### src/sv/round_robin_task_scheduler_macros.svh
// Assertion macros shared by the round-robin task scheduler RTL.
// Expects signals named clk and rst_n in the scope of each use.
`ifndef ROUND_ROBIN_TASK_SCHEDULER_MACROS_SVH
`define ROUND_ROBIN_TASK_SCHEDULER_MACROS_SVH

// Same-cycle implication, checked outside reset.
`define RRTS_ASSERT_IMPLIES(label, ante, cons, msg) \
    label: assert property (@(posedge clk) disable iff (!rst_n) (ante) |-> (cons)) \
        else $error(msg);

// Next-cycle implication, checked outside reset.
`define RRTS_ASSERT_NEXT(label, ante, cons, msg) \
    label: assert property (@(posedge clk) disable iff (!rst_n) (ante) |=> (cons)) \
        else $error(msg);

`endif

### src/sv/rrts_pkg.sv
// Package for the round-robin task scheduler: widths, codes, table entry
// and controller/datapath interface structs. No dependencies.
`default_nettype none

package rrts_pkg;

    localparam int MAX_TASKS_DEF = 128;
    localparam int BURST_W       = 16;
    localparam int PRIO_W        = 8;
    localparam int TIME_W        = 24;
    localparam int QUANT_W       = 8;
    localparam int INDEX_W       = 7;

    localparam logic [QUANT_W-1:0] QUANTUM_RESET = 8'd10;

    localparam logic ACTION_ADD  = 1'b0;
    localparam logic ACTION_STEP = 1'b1;

    // One row of the task table.
    typedef struct packed {
        logic [BURST_W-1:0] remaining;
        logic [BURST_W-1:0] original;
        logic [PRIO_W-1:0]  prio;
        logic [TIME_W-1:0]  first_time;
        logic               started;
    } task_entry_t;

    // Controller to datapath commands.
    typedef struct packed {
        logic add_we;      // append the input task
        logic step_start;  // load scan pointer
        logic scan;        // read one slot, advance pointer
        logic grant;       // compute slice
        logic apply;       // write back, advance time
        logic load_out;    // fill output register
        logic load_blank;  // result is the nothing-to-run result
    } cmd_t;

    // Datapath to controller status.
    typedef struct packed {
        logic empty;  // no task has work left
        logic hit;    // scanned slot has work left
    } status_t;

endpackage

`default_nettype wire

### src/sv/rrts_ctrl.sv
// Controller state machine of the round-robin task scheduler.
// Depends on rrts_pkg and round_robin_task_scheduler_macros.svh.
`default_nettype none
`include "round_robin_task_scheduler_macros.svh"

module rrts_ctrl (
    input  wire logic             clk,
    input  wire logic             rst_n,
    input  wire logic             in_valid,
    output logic                  in_ready,
    input  wire logic             action,
    output logic                  out_valid,
    input  wire logic             out_ready,
    output rrts_pkg::cmd_t        cmd,
    input  wire rrts_pkg::status_t status
);

    typedef enum logic [2:0] {
        S_IDLE,
        S_SCAN,
        S_GRANT,
        S_APPLY,
        S_EMIT
    } state_t;

    state_t state_reg;
    logic   out_valid_reg;
    logic   blank_reg;
    logic   accept;
    logic   step_accept;
    logic   out_free;

    assign in_ready    = (state_reg == S_IDLE);
    assign accept      = in_valid && in_ready;
    assign step_accept = accept && (action == rrts_pkg::ACTION_STEP);
    assign out_free    = !out_valid_reg || out_ready;
    assign out_valid   = out_valid_reg;

    always_comb
    begin
        cmd.add_we     = accept && (action == rrts_pkg::ACTION_ADD);
        cmd.step_start = accept && (action == rrts_pkg::ACTION_STEP) && !status.empty;
        cmd.scan       = (state_reg == S_SCAN);
        cmd.grant      = (state_reg == S_GRANT);
        cmd.apply      = (state_reg == S_APPLY);
        cmd.load_out   = (state_reg == S_EMIT) && out_free;
        cmd.load_blank = blank_reg;
    end

    always_ff @(posedge clk or negedge rst_n)
    begin
        if (!rst_n)
        begin
            state_reg     <= S_IDLE;
            out_valid_reg <= 1'b0;
            blank_reg     <= 1'b0;
        end
        else
        begin
            if (cmd.load_out)
            begin
                out_valid_reg <= 1'b1;
            end
            else if (out_ready)
            begin
                out_valid_reg <= 1'b0;
            end

            unique case (state_reg)
                S_IDLE:
                begin
                    if (accept && (action == rrts_pkg::ACTION_STEP))
                    begin
                        blank_reg <= status.empty;
                        state_reg <= status.empty ? S_EMIT : S_SCAN;
                    end
                end
                S_SCAN:
                begin
                    if (status.hit)
                    begin
                        state_reg <= S_GRANT;
                    end
                end
                S_GRANT:
                begin
                    state_reg <= S_APPLY;
                end
                S_APPLY:
                begin
                    state_reg <= S_EMIT;
                end
                S_EMIT:
                begin
                    if (out_free)
                    begin
                        state_reg <= S_IDLE;
                    end
                end
                default:
                begin
                    state_reg <= S_IDLE;
                end
            endcase
        end
    end

    `RRTS_ASSERT_IMPLIES(a_scan_has_work, cmd.scan, !status.empty, "scan with no work left")
    `RRTS_ASSERT_IMPLIES(a_load_when_free, cmd.load_out, out_free, "output overwritten")
    `RRTS_ASSERT_NEXT(a_step_leaves_idle, step_accept, state_reg != S_IDLE, "step not started")

endmodule

`default_nettype wire

### config.mk
export PLATFORM = sky130hd
export DESIGN_NAME = rrts_ctrl
export DESIGN_NICKNAME = d
export VERILOG_FILES = /design/src/sv/rrts_pkg.sv /design/src/sv/rrts_ctrl.sv
export VERILOG_INCLUDE_DIRS = /design/src /design/src/sv
export SDC_FILE = /design/constraint.sdc
export NUM_CORES = 1
export LEC_CHECK = 0
export ABC_AREA = 1
export BUFFER_PORTS_ARGS = -buffer_cell sky130_fd_sc_hd__buf_4
export CORE_AREA = 3 3 40 42
export DETAILED_ROUTE_END_ITERATION = 16
export DIE_AREA = 0 0 43 45
export GPL_ROUTABILITY_DRIVEN = 1
export PLACE_DENSITY = 0.49
export SLEW_MARGIN = 25
export SYNTH_ARGS = -nofsm -noshare
export SYNTH_HDL_FRONTEND = slang
export SYNTH_SLANG_ARGS = --single-unit
export TNS_END_PERCENT = 100
### constraint.sdc
create_clock -name clk -period 1.12 [get_ports clk]
set_input_delay 0.056 -clock clk [delete_from_list [all_inputs] [get_ports clk]]
set_output_delay 0.056 -clock clk [all_outputs]
set_load 0.01 [all_outputs]
**Word level (Yosys, flattened, before mapping)**

Index checks and enable logic that the tools add are counted.

- Bits in registers: 5
- Bits in latches: 0
- Bits in writable memories: 0
- ROM bits: 0
- Output and inout port bits: 9
- Word-level logic and storage cells: 30
- Memories: 0

- Add/sub/neg operators: 0
- Multiply operators: 0
- Divide/modulo/power cells: 0
- Order comparisons: 0
- Equal/unequal tests: 7
- Shifts and indexed selects: 0
- Muxes and demuxes: 7
- Bitwise logic cells: 1
- Reductions and logical operators: 12

Operators with widths:

| kind | count |
|---|---|
| $pmux W3 S5 | 1 |
| $mux W3 | 4 |
| $eq A3 B2 Y1 const B | 2 |
| $logic_and A1 B1 Y1 | 5 |
| $ne A2 B1 Y1 const B | 2 |
| $eq A3 B1 Y1 const B | 1 |
| $eq A3 B3 Y1 const B | 1 |
| $logic_not A3 Y1 | 1 |
| $reduce_and A3 Y1 | 1 |
| $logic_not A1 Y1 | 2 |
| $mux W1 | 2 |
| $ne A2 B2 Y1 const B | 1 |
| $reduce_and A2 Y1 | 1 |
| $reduce_bool A2 Y1 | 1 |
| $logic_or A1 B1 Y1 | 1 |
| $not A1 Y1 | 1 |

**Depth between registers and ports, before layout**

Gate-level depths: netlist (run 1).

- Word-level depth: 5
- Depth in mapped cells: 7
- Mapped depth without buffers: 7

**Least setup slack after synthesis (run 1)**

No wires, ideal clock.

- Path type: register to output
- Start: register state_reg[2]
- End: output cmd[5] (netlist name)
- Arrival time: 1.041 ns
- Required time: 1.064 ns
- Setup slack: 0.023 ns
- Stages on the path, launching flop included: 4
- Cells stage by stage: dfrtp_1 -> nor3_4 -> nand3_2 -> nor2_1

RTL lines:

| element | line | RTL |
|---|---|---|
| start: declaration | rrts_ctrl.sv:26 | `state_t state_reg;` |
| start signal: assignment | rrts_ctrl.sv:75 | `state_reg <= status.empty ? S_EMIT : S_SCAN;` |
| end: declaration | rrts_ctrl.sv:14 | `output rrts_pkg::cmd_t cmd,` |

==> flow_summary.ini, run 1 <==
[outcome]
outcome = finished with violations
violations = negative setup slack

[floorplan]
core_area_um2 = 1280
die_w_um = 43
ios = 16
core.rowCount = 13
die_area_um2 = 1940
initial_core_util_pct = 26.4
die_h_um = 45

[drt]
first_iter_violations = 5
vias = 396
drtPass1Iterations = 4
ant_nets = 0
routed_wl_um = 912
wl_per_cell_um = 9.60
drc = 0
vias_per_cell = 4.17

[setup_path]
worstPathMaxFanout = 5
crit_start = state_reg[0]$_DFFE_PN0P_
end_kind = primary output
startpoint_type = flop
required_ps = 1060
worst-setup-path-type = reg -> out
timing.rr.start = state_reg[2]$_DFFE_PN0P_
worst_path_dominant_cell_family = flip-flops
crit_slowest_cell = dfrtp_2
cp.arrival_ps = 1240
path_cells = nor3_4 -> nand3_2 -> nor2_2 -> buf_4
crit_buf_inv = 1
crit_path_max_incr_delay_ps = 440

[cts]
cts_root_buffer = clkbuf_4
cts_buffer_depth = 2
cts.sink_count = 5
clk_pin_slew_worst_paths_ps = 40
htree_levels = 1
clk_latency_ps = 240
cts_tree = yes
numCtsBuffers = 3

[global_route]
antenna_found_initial = 0
grt_pass1_wl_mm = 1.52
grt_overflow_total = 0
grt_pass1_vias = 378
track_usage_pct = 11.1
grt_max_degree = 6

[cells_and_area]
layout-drive-gt1-share_pct = 61.3
antenna_cells = 0
final_common_cell = buf_4
num-fill-cells = 130
syn2layout_area_growth_pct = 94.8
fin_util_pct = 51.4
final_cell_mix = buf_4 (22), nand2_1 (9), inv_1 (7), buf_6 (6)
largest_reg_flops = 3
nets = 88

[synth]
synth_cell_types = 15
synth_nets = 55
ys_seq_area_share_pct = 36.9
synth_area_um2 = 339
syn-instance-count = 48
synth_area_per_cell_um2 = 7.06
yosysWarnings = 0
ys_ff_latch = 5

[sta]
fin_ws_ps = -172
period_share_pct = 115
holdWs_ps = 12.6
fmax_ghz = 0.774
finalSetupViolations = 11
worst_pin_slew_ps = 201
slew_headroom_pct = 86.6
rsz0062_at_grt = yes
hold_viol_final = 0
fin_skew_ps = 0.985
fin_crit_ps = 1290
slew_violations = 0

[pwr]
power_density_nw_per_um2 = 2740
p_sw_mw = 0.730
p_sw_share_pct = 40.3
ir_worst_vdd_v = 0.00149
pwr-share-comb_pct = 68.4
p_leak_nw = 0.363
pwr-share-seq_pct = 20.3
intPower_mw = 1.08
p_total_mw = 1.81
p_clk_share_pct = 11.3

[job]
cap_viol_max_count = 0

[placement]
gp_congestion = 0.758
portBuffers = 15
hpwl_um = 663

[min_path]
holdCritPathClass = in -> reg
hold_path_startpoint = out_ready
==> through the flow <==
step	worst slack, ps	cell area (um2)	cells	TNS (ps)
final	-172	661	95	-1120
after global routing	-285	661	95	-2090
after CTS	-185	623	93	-825
after detailed placement	4.83	485	80	0
after global placement	20.8	485	80	0
after floorplan	23.5	339	48	0
==> final timing paths <==
| path | endpoint | slack (ps) | cells past startpoint |
|---|---|---|---|
| max in group asynchronous | state_reg[1]$_DFFE_PN0P_ | 840 | 2 |
| worst min-delay path | out_valid$_DFFE_PN0P_ | 10 | 2 |
| worst min register to register | blank_reg$_DFFE_PN0P_ | 490 | 2 |
| worst max register to register | state_reg[2]$_DFFE_PN0P_ | -70 | 8 |
| worst max-delay path | cmd[5] | -170 | 4 |
| min in group asynchronous | state_reg[2]$_DFFE_PN0P_ | 160 | 2 |
==> cells by family (layout without fill, tap and decap cells) <==
logic type	count (synthesis)	after routing	synth area share [%]
buffers and inverters	12	44	14.4
AO/OA/AOI/OAI	3	3	5.53
AND/OR/NAND/NOR	28	28	43.2
flip-flops	5	5	36.9
==> Yosys cell counts <==
cell | number | area, um2
o21ai_2 | 1 | 8.76
nand2_1 | 11 | 41.3
nor3_4 | 1 | 16.3
nand3_2 | 2 | 20.0
dfrtp_1 | 5 | 125
o21ai_1 | 1 | 5.00
nor2_1 | 5 | 18.8
inv_2 | 1 | 3.75
clkinv_1 | 1 | 3.75
inv_1 | 9 | 33.8
o21ai_0 | 1 | 5.00
nor2_2 | 2 | 12.5
buf_4 | 1 | 7.51
nand3_1 | 6 | 30.0
nand3b_1 | 1 | 7.51
==> power groups by stage <==
| stage | sequential [mW] | combinational [mW] | clock, mW |
|---|---|---|---|
| final | 0.367 | 1.24 | 0.206 |
| after global routing | 0.381 | 1.36 | 0.244 |
| after CTS | 0.370 | 1.14 | 0.214 |
| after detailed placement | 0.366 | 0.850 | 0 |
| after global placement | 0.359 | 0.853 | 0 |
| after floorplan | 0.364 | 0.486 | 0 |
==> per-layer routing <==
metal / vias up / global-route usage [%] / part of all wire (%)
met4: 0 / 1.81 / 0
met3: 0 / 7.17 / 11
met1: 173 / 12.7 / 39
li1: 209 / - / -
met5: - / 0 / 0
met2: 14 / 18.0 / 51
==> cell type report <==
cell class / count / area, um2 / area share [%]
flip-flops and latches: 5 / 129 / 19.5
clock buffers: 4 / 26.3 / 3.98
multi-input cells: 31 / 198 / 29.9
well taps: 15 / 18.8 / 2.84
repair buffers: 29 / 243 / 36.7
inverters: 11 / 46.3 / 7.01
==> what timing repair did <==
action	in CTS	in global routing
hold buffers	1	0
endpoints found under the hold margin	5	0
pin swaps	3	2
setup buffers	8	2
setup endpoints to repair	8	11
resized for setup	14	7
No activity file was read; power rests on OpenSTA's default activity.
==> run 2, diff against run 1 <==
- CELL_PAD_IN_SITES_DETAIL_PLACEMENT: not set -> 0
- CELL_PAD_IN_SITES_GLOBAL_PLACEMENT: not set -> 1
- CORE_AREA: 3 3 40 42 -> not set
- CORE_MARGIN: not set -> 3
- CORE_UTILIZATION: not set -> 25
- CTS_CLUSTER_SIZE: not set -> 24
- DIE_AREA: 0 0 43 45 -> not set
- PLACE_DENSITY: 0.49 -> 0.66
==> flow_summary.ini, run 2 (synthesis gave the netlist of run 1 again) <==
[pwr]
power_density_nw_per_um2 = 2730
p_total_mw = 1.68
p_leak_nw = 0.350
ir_worst_vdd_v = 0.00116

[cells_and_area]
layout-drive-gt1-share_pct = 58.4
num-fill-cells = 134
antenna_cells = 0
final_cell_mix = buf_4 (21), nand2_1 (9), inv_1 (8), nand3_1 (5), buf_6 (4)
fin_util_pct = 51.9
final_common_cell = buf_4
largest_reg_flops = 3
syn2layout_area_growth_pct = 81.5
nets = 85

[floorplan]
core_area_um2 = 1190
die_area_um2 = 1830
die_w_um = 42.8
die_h_um = 42.8
initial_core_util_pct = 28.6
ios = 16
core.rowCount = 12

[sta]
fin_ws_ps = -169
rsz0062_at_grt = yes
hold_viol_final = 0
period_share_pct = 115
finalSetupViolations = 11
worst_pin_slew_ps = 199
fmax_ghz = 0.776
slew_headroom_pct = 86.7
fin_skew_ps = 4.04
slew_violations = 0
holdWs_ps = 4.95
fin_crit_ps = 1290

[setup_path]
timing.rr.start = state_reg[1]$_DFFE_PN0P_
worstPathMaxFanout = 5
end_kind = primary output
required_ps = 1060
crit_start = state_reg[1]$_DFFE_PN0P_
cp.arrival_ps = 1230
worst-setup-path-type = reg -> out
startpoint_type = flop

[cts]
clk_pin_slew_worst_paths_ps = 40
cts_tree = yes
cts.sink_count = 5
cts_buffer_depth = 2
cts_root_buffer = clkbuf_4
htree_levels = 1
numCtsBuffers = 3
clk_latency_ps = 240

[global_route]
grt_overflow_total = 0
track_usage_pct = 9.71
grt_pass1_vias = 337
grt_pass1_wl_mm = 1.35
grt_max_degree = 6
antenna_found_initial = 0

[job]
cap_viol_max_count = 0

[drt]
vias_per_cell = 4.21
wl_per_cell_um = 9.35
first_iter_violations = 11
ant_nets = 0
routed_wl_um = 851
drc = 0
drtPass1Iterations = 4
vias = 383

[outcome]
outcome = finished with violations
violations = negative setup slack

[placement]
hpwl_um = 645
portBuffers = 15
gp_congestion = 0.795

[min_path]
hold_path_startpoint = out_ready
holdCritPathClass = in -> reg
==> run 2: changes by cell type in the layout (fill, tap and decap cells not counted), sizes merged <==
cell / change
buf: -3
clkinv: +1
inv: -1
==> run 2: report_power, final <==
part	internal [mW]	leakage, nW	switching [mW]
combinational	0.588	0.274	0.512
clock	0.135	0.0150	0.0745
sequential	0.271	0.0609	0.102
total	0.993	0.350	0.688
==> run 2: final cells by class <==
type | instances | area (um2) | area share [%]
timing repair buffer | 26 | 213 | 34.6
multi-input combinational | 31 | 185 | 30.1
sequential | 5 | 129 | 20.9
inverter | 11 | 45.0 | 7.32
clock buffer | 4 | 26.3 | 4.27
tap | 14 | 17.5 | 2.85
==> run 2: metal layers <==
layer  global-route usage, %  wire [um]  up-vias
met5                       0          0        -
met3                    6.36         56        0
met4                       0          0        0
met1                    12.0        368      167
li1                        -          -      205
met2                    15.0        425       11
==> run 2: critical path: stages (launching register included) <==
cell,delay (ps)
dfrtp_2,450
nor3_4,240
nand2_1,70
nor2_1,110
buf_4,130
==> run 2: path summary, 6_finish.rpt <==
| kind | end | slack [ps] | cells past startpoint |
|---|---|---|---|
| worst max register to register | blank_reg$_DFFE_PN0P_ | -120 | 6 |
| min in group asynchronous | state_reg[2]$_DFFE_PN0P_ | 150 | 2 |
| max in group asynchronous | state_reg[1]$_DFFE_PN0P_ | 850 | 2 |
| worst min register to register | blank_reg$_DFFE_PN0P_ | 490 | 2 |
| worst max-delay path | cmd[6] | -170 | 4 |
| worst min-delay path | out_valid$_DFFE_PN0P_ | 5 | 2 |
==> run 2: through the flow <==
step / worst slack [ps] / instances / cell area (um2) / setup TNS [ps]
after global routing: -234 / 91 / 616 / -1860
after CTS: -173 / 89 / 581 / -1010
after floorplan: 23.5 / 48 / 339 / 0
final: -169 / 91 / 616 / -1090
after global placement: -22.4 / 80 / 492 / -53.5
after detailed placement: -21.3 / 80 / 492 / -50.9
==> run 2: timing repair <==
item / CTS / global route
hold endpoints to repair: 5 / 0
gates resized for setup: 8 / 8
buffers inserted: 4 / 2
setup endpoints to repair: 10 / 11
pin swaps: 3 / 3
hold buffers: 1 / 0
==> run 3, diff against run 2 <==
- CORE_AREA: not set -> 3 3 40 42
- CORE_MARGIN: 3 -> not set
- CORE_UTILIZATION: 25 -> not set
- CTS_BUF_LIST: not set -> sky130_fd_sc_hd__clkbuf_4
- DIE_AREA: not set -> 0 0 43 45
- PLACE_DENSITY: 0.66 -> 0.67
==> flow_summary.ini, run 3 (synthesis gave the netlist of run 1 again) <==
[outcome]
outcome = finished with violations
violations = negative setup slack

[drt]
vias_per_cell = 4.47
drtPass1Iterations = 1
wl_per_cell_um = 10.9
first_iter_violations = 0
routed_wl_mm = 1.03
drc = 0
vias = 425
ant_nets = 0

[global_route]
track_usage_pct = 12.0
grt_pass1_vias = 377
grt_max_degree = 6
grt_overflow_total = 0
grt_pass1_wl_mm = 1.55
met1_usage_pct = 10.5
met2_usage_pct = 20.1
grt.met3_usage_pct = 5.98
busiest_layer = met2
antenna_found_initial = 0

[setup_path]
crit_path_max_incr_delay_ps = 420
cp.arrival_ps = 1280
required_ps = 1060
timing.rr.start = state_reg[0]$_DFFE_PN0P_
worst_path_dominant_cell_family = flip-flops
crit_buf_inv = 3
reg2reg_depth = 6
cp_common_cell = buf_4
timing.rr.end = blank_reg$_DFFE_PN0P_
crit_slowest_cell = dfrtp_2
r2r_setup_slack_ps = -150
end_kind = primary output
path_cells = buf_4 -> nor2_4 -> buf_6 -> nand2_2 -> nor2_2 -> buf_4
worst-setup-path-type = reg -> out
worstPathMaxFanout = 3
startpoint_type = flop

[pwr]
p_total_mw = 1.94
pwr-share-comb_pct = 69.4
power_density_nw_per_um2 = 2910
p_clk_share_pct = 12.2
intPower_mw = 1.16
pwr-share-seq_pct = 18.4
p_leak_nw = 0.371
ir_worst_vdd_v = 0.000982
p_sw_mw = 0.773
p_sw_share_pct = 39.9

[placement]
post-place-ws_ps = 6.64
gp_congestion = 0.739
portBuffers = 15
hpwl_um = 681
dp_cells = 80

[floorplan]
core.rowCount = 13
die_area_um2 = 1940
die_w_um = 43
core_area_um2 = 1280
ios = 16
initial_core_util_pct = 26.4
die_h_um = 45

[cells_and_area]
final_common_cell = buf_4
nets = 88
stdcell_count = 95
antenna_cells = 0
syn2layout_area_growth_pct = 95.9
largest_reg_flops = 3
fin_util_pct = 51.7
final_cell_mix = buf_4 (23), nand2_1 (9), inv_1 (7), buf_6 (5)
layout-drive-gt1-share_pct = 62.5

[sta]
finalSetupViolations = 11
rsz0062_at_grt = yes
period_share_pct = 120
slew_headroom_pct = 82.0
worst_pin_slew_ps = 269
fin_ws_ps = -220
slew_violations = 0
holdWs_ps = 10.2
hold_viol_final = 0
fin_skew_ps = 2.56
fmax_ghz = 0.746
fin_crit_ps = 1340

[job]
cap_viol_max_count = 0

[cts]
numCtsBuffers = 3
clk_pin_slew_worst_paths_ps = 40
cts.sink_count = 5
cts_root_buffer = clkbuf_4
cts_tree = yes
clk_latency_ps = 250
cts_buffer_depth = 2
htree_levels = 1

[min_path]
min_to = out_valid$_DFFE_PN0P_
holdCritPathClass = in -> reg
min_path_cells = 2
hold_path_startpoint = out_ready
-- run 3: area by class of cell --
type	instances	area (um2)
Multi-Input combinational cell	31	205
Inverter	11	43.8
Clock buffer	4	30.0
Fill cell	127	621
Timing Repair Buffer	29	239
Sequential cell	5	128
Tap cell	15	18.8
-- run 3: what timing repair did --
item,CTS,global route
endpoints found under the hold margin,5,0
hold buffers,1,0
resized for setup,5,15
endpoints found under the setup margin,7,11
pin swaps,5,7
buffers inserted,5,5
-- run 3: worst max path at each step --
stage	start	endpoint	slack, ps	cells after the start
after floorplan	state_reg[2]$_DFFE_PN0P_	cmd[5]	20	3
after global routing	state_reg[0]$_DFFE_PN0P_	cmd[6]	-310	4
after detailed placement	state_reg[1]$_DFFE_PN0P_	cmd[5]	7	4
after global placement	state_reg[0]$_DFFE_PN0P_	state_reg[2]$_DFFE_PN0P_	30	6
final	state_reg[0]$_DFFE_PN0P_	cmd[1]	-220	6
after CTS	state_reg[1]$_DFFE_PN0P_	cmd[5]	-220	4
-- run 3: metal layers --
metal	vias up	part of all wire, %
li1	211	-
met1	194	35
met2	14	54
met3	6	5.0
met4	0	5.5
met5	-	0
-- run 3: power groups by stage --
stage	clock, mW	combinational [mW]	sequential [mW]
finish	0.236	1.34	0.355
global route	0.276	1.47	0.366
CTS	0.248	1.04	0.345
detailed placement	0	0.840	0.355
global placement	0	0.846	0.351
floorplan	0	0.486	0.364
-- run 3: per-stage QoR --
stage,cell area [um2],TNS [ps]
finish,664,-1450
global route,664,-2330
CTS,579,-1280
floorplan,339,0
global placement,485,0
detailed placement,485,0
